<file path="src/hw/rtl/bfm_pkg.sv">
// shared constants, types and splitmix64 hash constants for the bloom filter block
package bfm_pkg;

  localparam int unsigned FILTER_BITS_DEF = 16384;
  localparam int unsigned NH_W = 5;
  localparam int unsigned BC_W = 15;
  localparam int unsigned OP_W = 2;
  localparam int unsigned KEY_W = 64;

  localparam logic [OP_W-1:0] OP_ADD   = 2'd0;
  localparam logic [OP_W-1:0] OP_CHECK = 2'd1;
  localparam logic [OP_W-1:0] OP_CLEAR = 2'd2;

  localparam logic [0:0] CFG_NUM_HASHES = 1'b0;
  localparam logic [0:0] CFG_BIT_COUNT  = 1'b1;

  localparam logic [NH_W-1:0] NH_RESET = 5'd7;
  localparam logic [BC_W-1:0] BC_RESET = 15'd16384;

  localparam logic [63:0] GOLDEN = 64'h9e3779b97f4a7c15;
  localparam logic [63:0] MIX1   = 64'hbf58476d1ce4e5b9;
  localparam logic [63:0] MIX2   = 64'h94d049bb133111eb;
  localparam logic [63:0] STRIDE = 64'h00000000deadbeef;

  // commands from controller to datapath
  typedef struct packed {
    logic load;      // capture key, reset probe offset
    logic hash_go;   // start hashing the current probe
    logic next;      // advance probe offset
    logic set_bit;   // write 1 at probe index
    logic rd_bit;    // read bit at probe index
    logic clr_go;    // start clearing sweep
    logic clr_step;  // clear one bit
  } bfm_cmd_t;

  // status from datapath to controller
  typedef struct packed {
    logic idx_valid; // probe index ready
    logic bit_val;   // registered read data
    logic clr_done;  // sweep at last entry
  } bfm_sts_t;

endpackage

</file>
<file path="src/hw/rtl/bfm_ctrl.sv">
// controller sequencing probes, bit accesses and the clearing sweep
module bfm_ctrl
  import bfm_pkg::*;
(
  input  logic            clk,
  input  logic            rst_n,
  input  logic            start,
  input  logic [OP_W-1:0] op,
  input  logic [NH_W-1:0] num_hashes,
  input  bfm_sts_t        sts,
  output bfm_cmd_t        cmd,
  output logic            busy,
  output logic            out_strobe,
  output logic            out_maybe_present
);

  localparam logic [2:0] S_CLEAR = 3'd0;
  localparam logic [2:0] S_IDLE  = 3'd1;
  localparam logic [2:0] S_HASH  = 3'd2;
  localparam logic [2:0] S_WAIT  = 3'd3;
  localparam logic [2:0] S_READ  = 3'd4;
  localparam logic [2:0] S_NEXT  = 3'd5;

  logic [2:0]      st_r, st_nxt;
  logic [NH_W-1:0] cnt_r, cnt_nxt, nh_r, nh_nxt;
  logic            chk_r, chk_nxt;
  logic            strb_r, strb_nxt, pres_r, pres_nxt;
  logic            accept;

  assign accept = start && !busy;
  assign busy   = (st_r != S_IDLE);

  always_comb begin
    st_nxt   = st_r;
    cnt_nxt  = cnt_r;
    nh_nxt   = nh_r;
    chk_nxt  = chk_r;
    strb_nxt = 1'b0;
    pres_nxt = pres_r;
    cmd      = '0;
    case (st_r)
      S_CLEAR: begin
        cmd.clr_step = 1'b1;
        if (sts.clr_done) st_nxt = S_IDLE;
      end
      S_IDLE: begin
        if (accept) begin
          cmd.load = 1'b1;
          cnt_nxt  = '0;
          nh_nxt   = num_hashes;
          chk_nxt  = (op == OP_CHECK);
          if (op == OP_CLEAR) begin
            cmd.clr_go = 1'b1;
            st_nxt = S_CLEAR;
          end else if (op == OP_ADD || op == OP_CHECK) begin
            if (num_hashes == '0) begin
              strb_nxt = (op == OP_CHECK);
              pres_nxt = 1'b1;
            end else begin
              st_nxt = S_HASH;
            end
          end
        end
      end
      S_HASH: begin
        cmd.hash_go = 1'b1;
        st_nxt = S_WAIT;
      end
      S_WAIT: begin
        if (sts.idx_valid) begin
          if (chk_r) begin
            cmd.rd_bit = 1'b1;
            st_nxt = S_READ;
          end else begin
            cmd.set_bit = 1'b1;
            st_nxt = S_NEXT;
          end
        end
      end
      S_READ: begin
        if (!sts.bit_val) begin
          strb_nxt = 1'b1;
          pres_nxt = 1'b0;
          st_nxt = S_IDLE;
        end else begin
          st_nxt = S_NEXT;
        end
      end
      S_NEXT: begin
        cmd.next = 1'b1;
        cnt_nxt  = cnt_r + NH_W'(1);
        if (cnt_r + NH_W'(1) == nh_r) begin
          strb_nxt = chk_r;
          pres_nxt = 1'b1;
          st_nxt = S_IDLE;
        end else begin
          st_nxt = S_HASH;
        end
      end
      default: st_nxt = S_IDLE;
    endcase
  end

  always_ff @(posedge clk) begin
    if (!rst_n) begin
      st_r   <= S_CLEAR;
      strb_r <= 1'b0;
      cnt_r  <= '0;
      nh_r   <= '0;
      chk_r  <= 1'b0;
    end else begin
      st_r   <= st_nxt;
      strb_r <= strb_nxt;
      cnt_r  <= cnt_nxt;
      nh_r   <= nh_nxt;
      chk_r  <= chk_nxt;
    end
    pres_r <= pres_nxt;
  end

  assign out_strobe        = strb_r;
  assign out_maybe_present = pres_r;

  a_no_accept_busy: assert property (@(posedge clk) disable iff (!rst_n)
    st_r != S_IDLE |-> !accept) else $error("accept while busy");
  a_strobe_idle: assert property (@(posedge clk) disable iff (!rst_n)
    strb_r |-> st_r == S_IDLE) else $error("result outside idle");
  a_one_mem_op: assert property (@(posedge clk) disable iff (!rst_n)
    $onehot0({cmd.set_bit, cmd.rd_bit, cmd.clr_step})) else $error("memory port conflict");

endmodule

</file>
<file path="config.mk">
export PLATFORM = sky130hd
export DESIGN_NAME = bfm_ctrl
export DESIGN_NICKNAME = d
export VERILOG_FILES = /design/src/hw/rtl/bfm_pkg.sv /design/src/hw/rtl/bfm_ctrl.sv
export SDC_FILE = /design/constraint.sdc
export NUM_CORES = 1
export LEC_CHECK = 0
export BUFFER_PORTS_ARGS = -buffer_cell sky130_fd_sc_hd__buf_2
export CAP_MARGIN = 10
export CORE_MARGIN = 2
export CORE_UTILIZATION = 50
export DETAILED_ROUTE_END_ITERATION = 8
export PLACE_DENSITY_LB_ADDON = 0.3
export SKIP_LAST_GASP = 1
export SLEW_MARGIN = 10
export SYNTH_ARGS = -nofsm -noshare
export SYNTH_HDL_FRONTEND = slang
export SYNTH_SLANG_ARGS = --single-unit
</file>
<file path="constraint.sdc">
create_clock -name clk -period 5.25 [get_ports clk]
set_input_delay 1.05 -clock clk [delete_from_list [all_inputs] [get_ports clk]]
set_output_delay 1.05 -clock clk [all_outputs]
set_load 0.05 [all_outputs]
</file>
Word level (Yosys, flattened, before mapping). Cells that the tools add are included.

Register bits: 16.

$add $sub $neg: 1. Eq/ne operators: 19. Multiplexer cells: 38. Reductions and logical operators: 12.

Operators by type and width (count): 1-bit 2-to-1 mux (23); 3-bit 2-to-1 mux (7); 3-bit one-hot mux with 6 select lines (1); 2-bit != test, second input constant (8); 5-bit one-hot mux with 2 select lines (1); 7-bit AND reduction (1); 3-bit by 2-bit == test with 1-bit output, second input constant (2); 3-bit == test, second input constant (2); 2-bit 2-to-1 mux (3); 3-bit != test, second input constant (2); 1-bit one-hot mux with 3 select lines (2); 5-bit by 1-bit adder with 5-bit output, second input constant (1); 5-bit == test (1); 5-bit logical NOT (1); 5-bit 2-to-1 mux (1); 5-bit AND reduction (1); 2-bit AND reduction (2); 3-bit by 1-bit == test with 1-bit output, second input constant (1); 3-bit logical NOT (1); 3-bit by 1-bit != test with 1-bit output, second input constant (1); 3-bit nonzero test (1); 2-bit by 1-bit == test with 1-bit output, second input constant (1); 2-bit == test, second input constant (1); 2-bit logical NOT (1); other kinds (4) (4).

Depth between registers and ports, before layout. Gate-level depths: netlist of the first run.

Word-level depth: 6. Depth in mapped cells: 7. Depth with buffers taken out: 6.

Worst setup path after synthesis of the first run. OpenSTA, ideal clock, no wires.

Path kind: in2out. From: in sts[2] (netlist bit). To: out cmd[3] (netlist bit). Arrival time: 2585 ps. Data required time: 4200 ps. Slack: 1615 ps. Stages on the path: 2. Path through: inv_1 nor4_1.

RTL lines: from (decl) (RTL line bfm_ctrl.sv:10) `input bfm_sts_t sts,`; to (decl) (RTL line bfm_ctrl.sv:11) `output bfm_cmd_t cmd,`.

==> results of run 1 <==
[per-stage QoR]
step / hold slack [ns] / instance area, sq um / worst slack, ns / total power [uW]
after detailed placement: 0.465 / 1090 / 2.17 / 169
final: 0.472 / 1110 / 2.18 / 237
after CTS: 0.477 / 1110 / 2.16 / 237
after global placement: 0.457 / 1090 / 2.21 / 168
after global routing: 0.498 / 1110 / 2.11 / 248
after floorplan: 0.441 / 992 / 1.61 / 158
[state kept, by name, indices dropped and copies added, names as in the netlist]
register / count
cnt_r: 5
out_strobe: 1
nh_r: 5
out_maybe_present: 1
chk_r: 1
st_r: 3
[cell usage after synthesis (all sizes together) (2+ instances only)]
cell type / instances / share of area (%)
a21oi: 17 / 8.6
nand2: 16 / 6.1
dfxtp: 15 / 30
inv: 7 / 2.6
nor2: 7 / 2.9
o21ai: 6 / 3.0
buf: 4 / 2.6
nand3b: 4 / 3.0
nor3: 4 / 2.0
xnor2: 4 / 3.5
clkbuf: 3 / 2.3
or3: 3 / 1.9
a221oi: 2 / 2.4
and3: 2 / 1.3
clkinv: 2 / 0.76
ha: 2 / 2.5
nand2b: 2 / 1.3
nand3: 2 / 1.0
o2111ai: 2 / 1.8
o41ai: 2 / 1.8
xor2: 2 / 1.8
[layout make-up]
class	instances	area, sq um	share of cell area (%)
sequential	16	330	29.7
timing repair buffer	22	110	9.89
inverter	9	33.8	3.03
clock buffer	4	26.3	2.36
multi-input combinational	93	579	52.0
tap	27	33.8	3.03
[cell families (layout without fill, tap and decap cells)]
group | after synthesis | count (layout) | synth area share [%]
adder cells (fa/ha/maj) | 2 | 2 | 2.52
AO/OA/AOI/OAI | 40 | 40 | 27.1
XOR/XNOR | 6 | 6 | 5.30
buffers and inverters | 16 | 35 | 8.32
flip-flops | 16 | 16 | 33.3
AND/OR/NAND/NOR | 45 | 45 | 23.5
[layer usage]
layer,track usage (%),part of all wire [%]
met3,4.32,6.3
met1,26.1,47
met4,8.10,1.5
met2,32.6,45
met5,0,0
[power groups by stage]
stage	clock network, uW	registers (uW)	logic [uW]
finish	70.7	129	36.9
global route	78.0	130	40.2
CTS	71.3	129	36.8
detailed placement	0	132	36.6
global placement	0	132	36.0
floorplan	0	130	28.0
[critical path, stage by stage]
cell       delay, ns
buf_2           0.09
nand4bb_1       0.31
clkinv_1        0.27
buf_2           0.30
[worst paths after layout]
kind	start	endpoint	slack (ns)
setup reg to reg	cnt_r[0]$_SDFFE_PN0P_	out_maybe_present$_DFFE_PP_	3.15
hold / removal	nh_r[1]$_SDFFE_PN0P_	nh_r[1]$_SDFFE_PN0P_	0.47
setup / recovery	start	cmd[6]	2.18
hold reg to reg	nh_r[1]$_SDFFE_PN0P_	nh_r[1]$_SDFFE_PN0P_	0.47
==> flow_summary.ini, run 1 <==
[run_status]
status = finished clean

[clocking]
cts_resized = 0
cts_tree = done
hold_buffers = 0
cts_max_path_buffers = 2
cts-root-buf = clkbuf_4
htreeDepth = 1
path_clk_slew_ns = 0.08
clock_latency_ns = 0.30
post_cts_buffers = 0
cts_buffers = 3
cts.sinks = 16

[pwr]
vdd_drop_max_uv = 166
p_switching_uw = 69.7
pwr-share-seq_pct = 54.6
p_sw_share_pct = 29.4
p_comb_share_pct = 15.6
pwr-share-clk_pct = 29.9
p_per_area_nw_per_um2 = 213
internal_power_uw = 167
power_leakage_uw = 0.000439

[worst_setup_path]
start_kind = input pin
required_ns = 4.20
arrival_ns = 2.02
critPathCaptureType = output port
crit_fanout = 9
r2r_cells = 5
worstSetupPathType = in2out

[grt]
antenna_found_initial = 0
grt_max_degree = 13
grt_overflow_total = 0
grt_util_all_layers_pct = 20.1
grt_pass1_wl_um = 3720
grt_pass1_vias = 847

[synth]
synth_edf_count = 1
synthCells = 125
ys_ff_latch = 16
ys_warn_count = 0
synth.distinct_cells = 43
synthesis.nets = 140
async_reset_ff_share_pct = 0
ys_seq_area_share_pct = 33.3
syn_area_sq_um = 992
avgSynthCellArea_sq_um = 7.94
synth_ff_type = dfxtp_1

[layout]
final_common_cell = buf_2
antenna_cells = 0
nFillCells = 210
synthToLayoutAreaGrowth_pct = 12.2
layout_common_cells = buf_2, a21oi_1, nand2_1
final_core_util_pct = 57.9
drive_above_1_share_pct = 20.8
stdcell_count = 171
nNetsFinal = 160

[timing]
min_period_ns = 3.07
finClkSkew_ns = 0.0208
setup_tns_ns = 0
slew_viol_final = 0
finalHoldViolCount = 0
period_share_pct = 58.5
fmax_ghz = 0.326
setup_viol = 0
worstMarginPinSlew_ns = 0.494
maxSlewHeadroom_pct = 66.8
rsz0062_at_grt = no

[floorplan]
fp.dieH_um = 48.5
design.core.area_sq_um = 1920
rows = 16
die_w_um = 48.5
die_area_sq_um = 2360
initial_core_util_pct = 51.6
ios = 23

[routing]
postRouteAntennaNets = 0
wl_per_cell_um = 13.3
viasPerCell = 5.68
drc = 0
drtPass1Iterations = 4
finalWirelength_um = 2280
via_count = 971
dr.first_iter.drc_count = 23

[placement]
dp.cells = 167
place_congestion = 0.873
io_buffers = 22
place_hpwl_um = 1710

[hold_path]
hold_class = reg2reg
hold_path_depth = 2

[job]
drv_cap = 0
Note: power is estimated with default switching activity, not from simulation.
==> run 2, diff against run 1 <==
==> constraint.sdc (replaced) <==
create_clock -name clk -period 3.05 [get_ports clk]
set_input_delay 0.61 -clock clk [delete_from_list [all_inputs] [get_ports clk]]
set_output_delay 0.61 -clock clk [all_outputs]
set_load 0.05 [all_outputs]
==> run 2 against run 1 <==
Sequential power rose by 72%. Design area rose by 0.90%. Global-route usage rose by 1.6 points. Flip-flop and latch count did not move. Final cell count did not move. Non-clock buffer count did not move.
==> flow_summary.ini, run 2 (synthesized netlist as in run 1, its figures left out) <==
[floorplan]
fp.dieH_um = 48.5
die_area_sq_um = 2360
rows = 16
die_w_um = 48.5
ios = 23
design.core.area_sq_um = 1920
initial_core_util_pct = 51.6

[clocking]
cts_buffers = 3
post_cts_buffers = 0
path_clk_slew_ns = 0.10
cts-root-buf = clkbuf_4
cts_tree = done
cts_resized = 0
clock_latency_ns = 0.28
hold_buffers = 0
cts_max_path_buffers = 2
cts.sinks = 16
htreeDepth = 1

[layout]
antenna_cells = 0
top_regs = cnt_r x5, nh_r x5, st_r x3
nNetsFinal = 160
finalInstanceArea_sq_um = 1120
final_core_util_pct = 58.5
drive_above_1_share_pct = 21.5
final_common_cell = buf_2
layout_common_cells = buf_2, a21oi_1, nand2_1
synthToLayoutAreaGrowth_pct = 13.2

[routing]
viasPerCell = 5.74
wl_per_cell_um = 13.6
via_count = 982
dr.first_iter.drc_count = 26
drc = 0
drtPass1Iterations = 4
postRouteAntennaNets = 0
finalWirelength_um = 2330

[timing]
setup_viol = 0
rsz0062_at_grt = no
period_share_pct = 79.7
finalHoldViolCount = 0
fmax_ghz = 0.411
worstMarginPinSlew_ns = 0.493
finClkSkew_ns = 0.00451
setup_tns_ns = 0
slew_viol_final = 0
min_period_ns = 2.43
maxSlewHeadroom_pct = 66.9
finalWorstSetupSlack_ns = 0.619

[placement]
place_hpwl_um = 1700
pre_cts_slack_ns = 0.788
place_congestion = 0.851
io_buffers = 22
placed_cell_area_sq_um = 1090

[worst_setup_path]
critPathCaptureType = output port
arrival_ns = 1.82
worstSetupPathType = reg2out
start_kind = flip-flop
crit_fanout = 12
required_ns = 2.44

[grt]
grt_util_all_layers_pct = 21.7
antenna_found_initial = 0
grt_pass1_vias = 926
grt_max_degree = 13
grt_overflow_total = 0
grt_pass1_wl_um = 4110

[pwr]
total_power_uw = 427
power_leakage_uw = 0.000445
vdd_drop_max_uv = 217
p_per_area_nw_per_um2 = 380

[job]
drv_cap = 0

[hold_path]
hold_class = reg2reg

[run_status]
status = finished clean
## run 2: cell types whose count changed in the layout (fill, tap and decap cells not counted)
cell and change:
clkbuf_8 +1, clkbuf_1 -1
## run 2: path summary, 6_finish.rpt
| kind | start | end | slack (ns) | depth (start not counted) |
|---|---|---|---|---|
| hold / removal | nh_r[4]$_SDFFE_PN0P_ | nh_r[4]$_SDFFE_PN0P_ | 0.48 | 2 |
| setup reg to reg | cnt_r[0]$_SDFFE_PN0P_ | out_maybe_present$_DFFE_PP_ | 0.95 | 5 |
| hold reg to reg | nh_r[4]$_SDFFE_PN0P_ | nh_r[4]$_SDFFE_PN0P_ | 0.48 | 2 |
| setup / recovery | st_r[0]$_SDFFE_PN0P_ | cmd[6] | 0.62 | 3 |
## run 2: metrics by stage
stage	hold WS [ns]	instances
floorplan	0.441	125
global placement	0.455	167
detailed placement	0.466	167
CTS	0.479	171
global route	0.504	171
finish	0.481	171
## run 2: worst max-delay path: stages, from the launching register on
cell	delay [ns]
dfxtp_1	0.56
nand4bb_1	0.40
clkinv_1	0.28
buf_2	0.30
## run 2: routing by layer
layer / vias up / share of wire [%] / GRT usage, % / wire length, um
met5: - / 0 / 0 / 0
met4: 0 / 0.60 / 9.05 / 14
met3: 2 / 5.8 / 4.32 / 136
met2: 38 / 46 / 33.1 / 1070
met1: 448 / 47 / 30.1 / 1100
li1: 494 / - / - / -
## run 2: where the power goes
part / total (uW) / leakage (uW) / internal (uW) / switching (uW)
clock: 140 / 0.0000210 / 72.6 / 67.9
combinational: 64.4 / 0.000291 / 21.1 / 43.2
sequential: 222 / 0.000133 / 215 / 6.89
total: 427 / 0.000445 / 309 / 118
## run 2: layout make-up
cell class / instances / area, sq um
clock buffers: 4 / 36.3
multi-input cells: 93 / 579
flip-flops and latches: 16 / 330
inverters: 9 / 33.8
well taps: 27 / 33.8
repair buffers: 22 / 110
fillers: 190 / 798
==> run 3, diff against run 2 <==
--- a/config.mk
+++ b/config.mk
@@ -5,6 +5,7 @@
 export SDC_FILE = /design/constraint.sdc
 export NUM_CORES = 1
 export LEC_CHECK = 0
+export ABC_AREA = 1
 export BUFFER_PORTS_ARGS = -buffer_cell sky130_fd_sc_hd__buf_2
 export CAP_MARGIN = 10
 export CORE_MARGIN = 2
==> constraint.sdc (replaced) <==
create_clock -name clk -period 2.4 [get_ports clk]
set_input_delay 0.48 -clock clk [delete_from_list [all_inputs] [get_ports clk]]
set_output_delay 0.48 -clock clk [all_outputs]
set_load 0.05 [all_outputs]
==> run 3 against run 2 <==
Area after synthesis shrank 2.0%. Clock skew is 0.0038 ns lower. Utilization increased by 6.0 points. Combinational power up 88%. Setup slack worse by 0.38 ns. Clock-buffer cell count unchanged. Total power is 39% higher. Critical path depth up 4. Flip-flop and latch count unchanged. Clock power increased by 32%. Critical endpoint is now cmd[1]. Register-to-register slack worse by 0.29 ns.
==> flow_summary.ini, run 3 <==
[run_status]
status = finished clean

[clocking]
cts_max_path_buffers = 2
post_cts_buffers = 0
htreeDepth = 1
cts_tree = done
hold_buffers = 0
cts_resized = 0
cts.sinks = 16
clock_latency_ns = 0.29
cts_buffers = 3
cts-root-buf = clkbuf_4
path_clk_slew_ns = 0.10

[grt]
grt_util_all_layers_pct = 22.9
grt_overflow_total = 0
grt_pass1_vias = 907
antenna_found_initial = 0
grt_max_degree = 11
grt_pass1_wl_um = 3640

[synth]
synth_area_leaders = dfxtp_1, nand2_1, nor2_1
synthesis.nets = 162
synth_ff_type = dfxtp_1
ys_warn_count = 0
ys_ff_latch = 16
synth_top_area_share_pct = 30.9
synthTopCellsByCount = nand2_1, nor2_1, dfxtp_1
synth_compound_gate_area_share_pct = 11.1
synthAdderAreaFrac_pct = 2.57
yosysMostFrequentCell = nand2_1
async_reset_ff_share_pct = 0
ys_seq_area_share_pct = 34.0
synth_edf_count = 1
syn_area_sq_um = 972
synthCells = 147
yosys.area_share.simple_pct = 42.7
synth_top_family_by_area = simple AND/OR/NAND/NOR gates
synth.distinct_cells = 27
synth.mux.area_fraction_pct = 0
synth_top_area_cell = dfxtp_1
avgSynthCellArea_sq_um = 6.61
synth-xor-area-share_pct = 1.80

[worst_setup_path]
required_ns = 1.92
critPathCaptureType = output port
r2r_cells = 9
r2r-start = cnt_r[0]$_SDFFE_PN0P_
r2r-end = out_maybe_present$_DFFE_PP_
crit_fanout = 9
startpoint = st_r[0]$_SDFFE_PN0P_
start_kind = flip-flop
r2r_slack_ns = 0.66
arrival_ns = 1.68
worstSetupPathType = reg2out

[floorplan]
ios = 23
die_w_um = 48.1
initial_core_util_pct = 54.5
fp.dieH_um = 48.1
design.core.area_sq_um = 1780
rows = 15
die_area_sq_um = 2310

[routing]
via_count = 1033
dr.first_iter.drc_count = 30
postRouteAntennaNets = 0
drtPass1Iterations = 4
routed-wl-met3_um = 100
viasPerCell = 5.24
highest_layer = met4
wl_per_cell_um = 12.1
wl_met1_um = 1040
finalWirelength_um = 2390
drc = 0
wl_met2_um = 1200

[placement]
io_buffers = 22
place_hpwl_um = 1900
place_congestion = 0.817
dp.cells = 193

[layout]
top_regs = cnt_r x5, nh_r x5, st_r x3
final_core_util_pct = 64.5
final_common_cell = nand2_1
drive_above_1_share_pct = 23.3
antenna_cells = 0
nNetsFinal = 188
layout_common_cells = nand2_1, buf_2, nor2_1
stdcell_count = 197
synthToLayoutAreaGrowth_pct = 18.3

[pwr]
p_comb_share_pct = 20.3
p_switching_uw = 184
p_per_area_nw_per_um2 = 515
pwr-share-seq_pct = 48.5
pwr-share-clk_pct = 31.2
internal_power_uw = 408
p_sw_share_pct = 31.1
vdd_drop_max_uv = 397
power_leakage_uw = 0.000525

[timing]
finClkSkew_ns = 0.000707
maxSlewHeadroom_pct = 74.1
setup_tns_ns = 0
rsz0062_at_grt = no
fmax_ghz = 0.463
min_period_ns = 2.16
finalHoldViolCount = 0
setup_viol = 0
slew_viol_final = 0
period_share_pct = 89.9
worstMarginPinSlew_ns = 0.387
holdWs_ns = 0.453

[hold_path]
min_from = num_hashes[0]
hold_class = in2reg
min_to = nh_r[0]$_SDFFE_PN0P_
hold_path_depth = 3

[job]
drv_cap = 0
run 3: changes by cell type after synthesis, moves of 5 or more:
cell     before  now
inv_2         0    5
nand3_1       2   11
nand4_1       0    5
inv_1         7   13
nor2_1        6   18
a21oi_1      17   11
nand2_1      16   36
run 3: cell type report:
type | instances | area, sq um
Fill cell | 177 | 633
Multi-Input combinational cell | 111 | 571
Sequential cell | 16 | 330
Timing Repair Buffer | 22 | 110
Inverter | 19 | 71.3
Clock buffer | 4 | 36.3
Tap cell | 25 | 31.3
run 3: worst max path at each step:
stage              to  slack (ns)  depth (start not counted)
6_report       cmd[1]        0.24                          7
2_1_floorplan  cmd[2]        0.15                          4
4_1_cts        cmd[1]        0.22                          7
5_1_grt        cmd[1]        0.14                          7
3_3_place_gp   cmd[1]        0.66                          7
3_5_place_dp   cmd[1]        0.57                          7
run 3: routing by layer:
| layer | track usage, % | vias to the layer above |
|---|---|---|
| li1 | - | 537 |
| met1 | 28.4 | 458 |
| met2 | 38.9 | 33 |
| met5 | 0 | - |
| met4 | 12.4 | 0 |
| met3 | 2.22 | 5 |
run 3: cell families (layout without fill, tap and decap cells):
family	after synthesis	after routing
and+or+nand+nor	87	87
adders and majority gates	2	2
DFF	16	16
buffers and inverters	20	45
xor gates and xnor gates	2	2
AOI/OAI and AO/OA	20	20
run 3: power by group through the flow:
stage                     combinational [uW]  sequential, uW  clock (uW)
final                                    121             287         185
after global routing                     133             289         194
after CTS                                120             287         189
after detailed placement                 120             293           0
after global placement                   116             292           0
after floorplan                         87.8             291           0
run 3: stage by stage:
| stage | setup WS (ns) | power [uW] | cell area, sq um |
|---|---|---|---|
| global route | 0.136 | 615 | 1150 |
| floorplan | 0.148 | 378 | 977 |
| detailed placement | 0.567 | 413 | 1110 |
| CTS | 0.225 | 596 | 1150 |
| finish | 0.242 | 592 | 1150 |
| global placement | 0.655 | 408 | 1110 |
run 3: worst max-delay path, stage by stage, from the launching register on:
cell and delay (ns):
dfxtp_1 0.46, inv_2 0.08, nor2_4 0.12, nand2_4 0.10, nor2_8 0.13, inv_2 0.10, nor3_2 0.11, buf_2 0.28
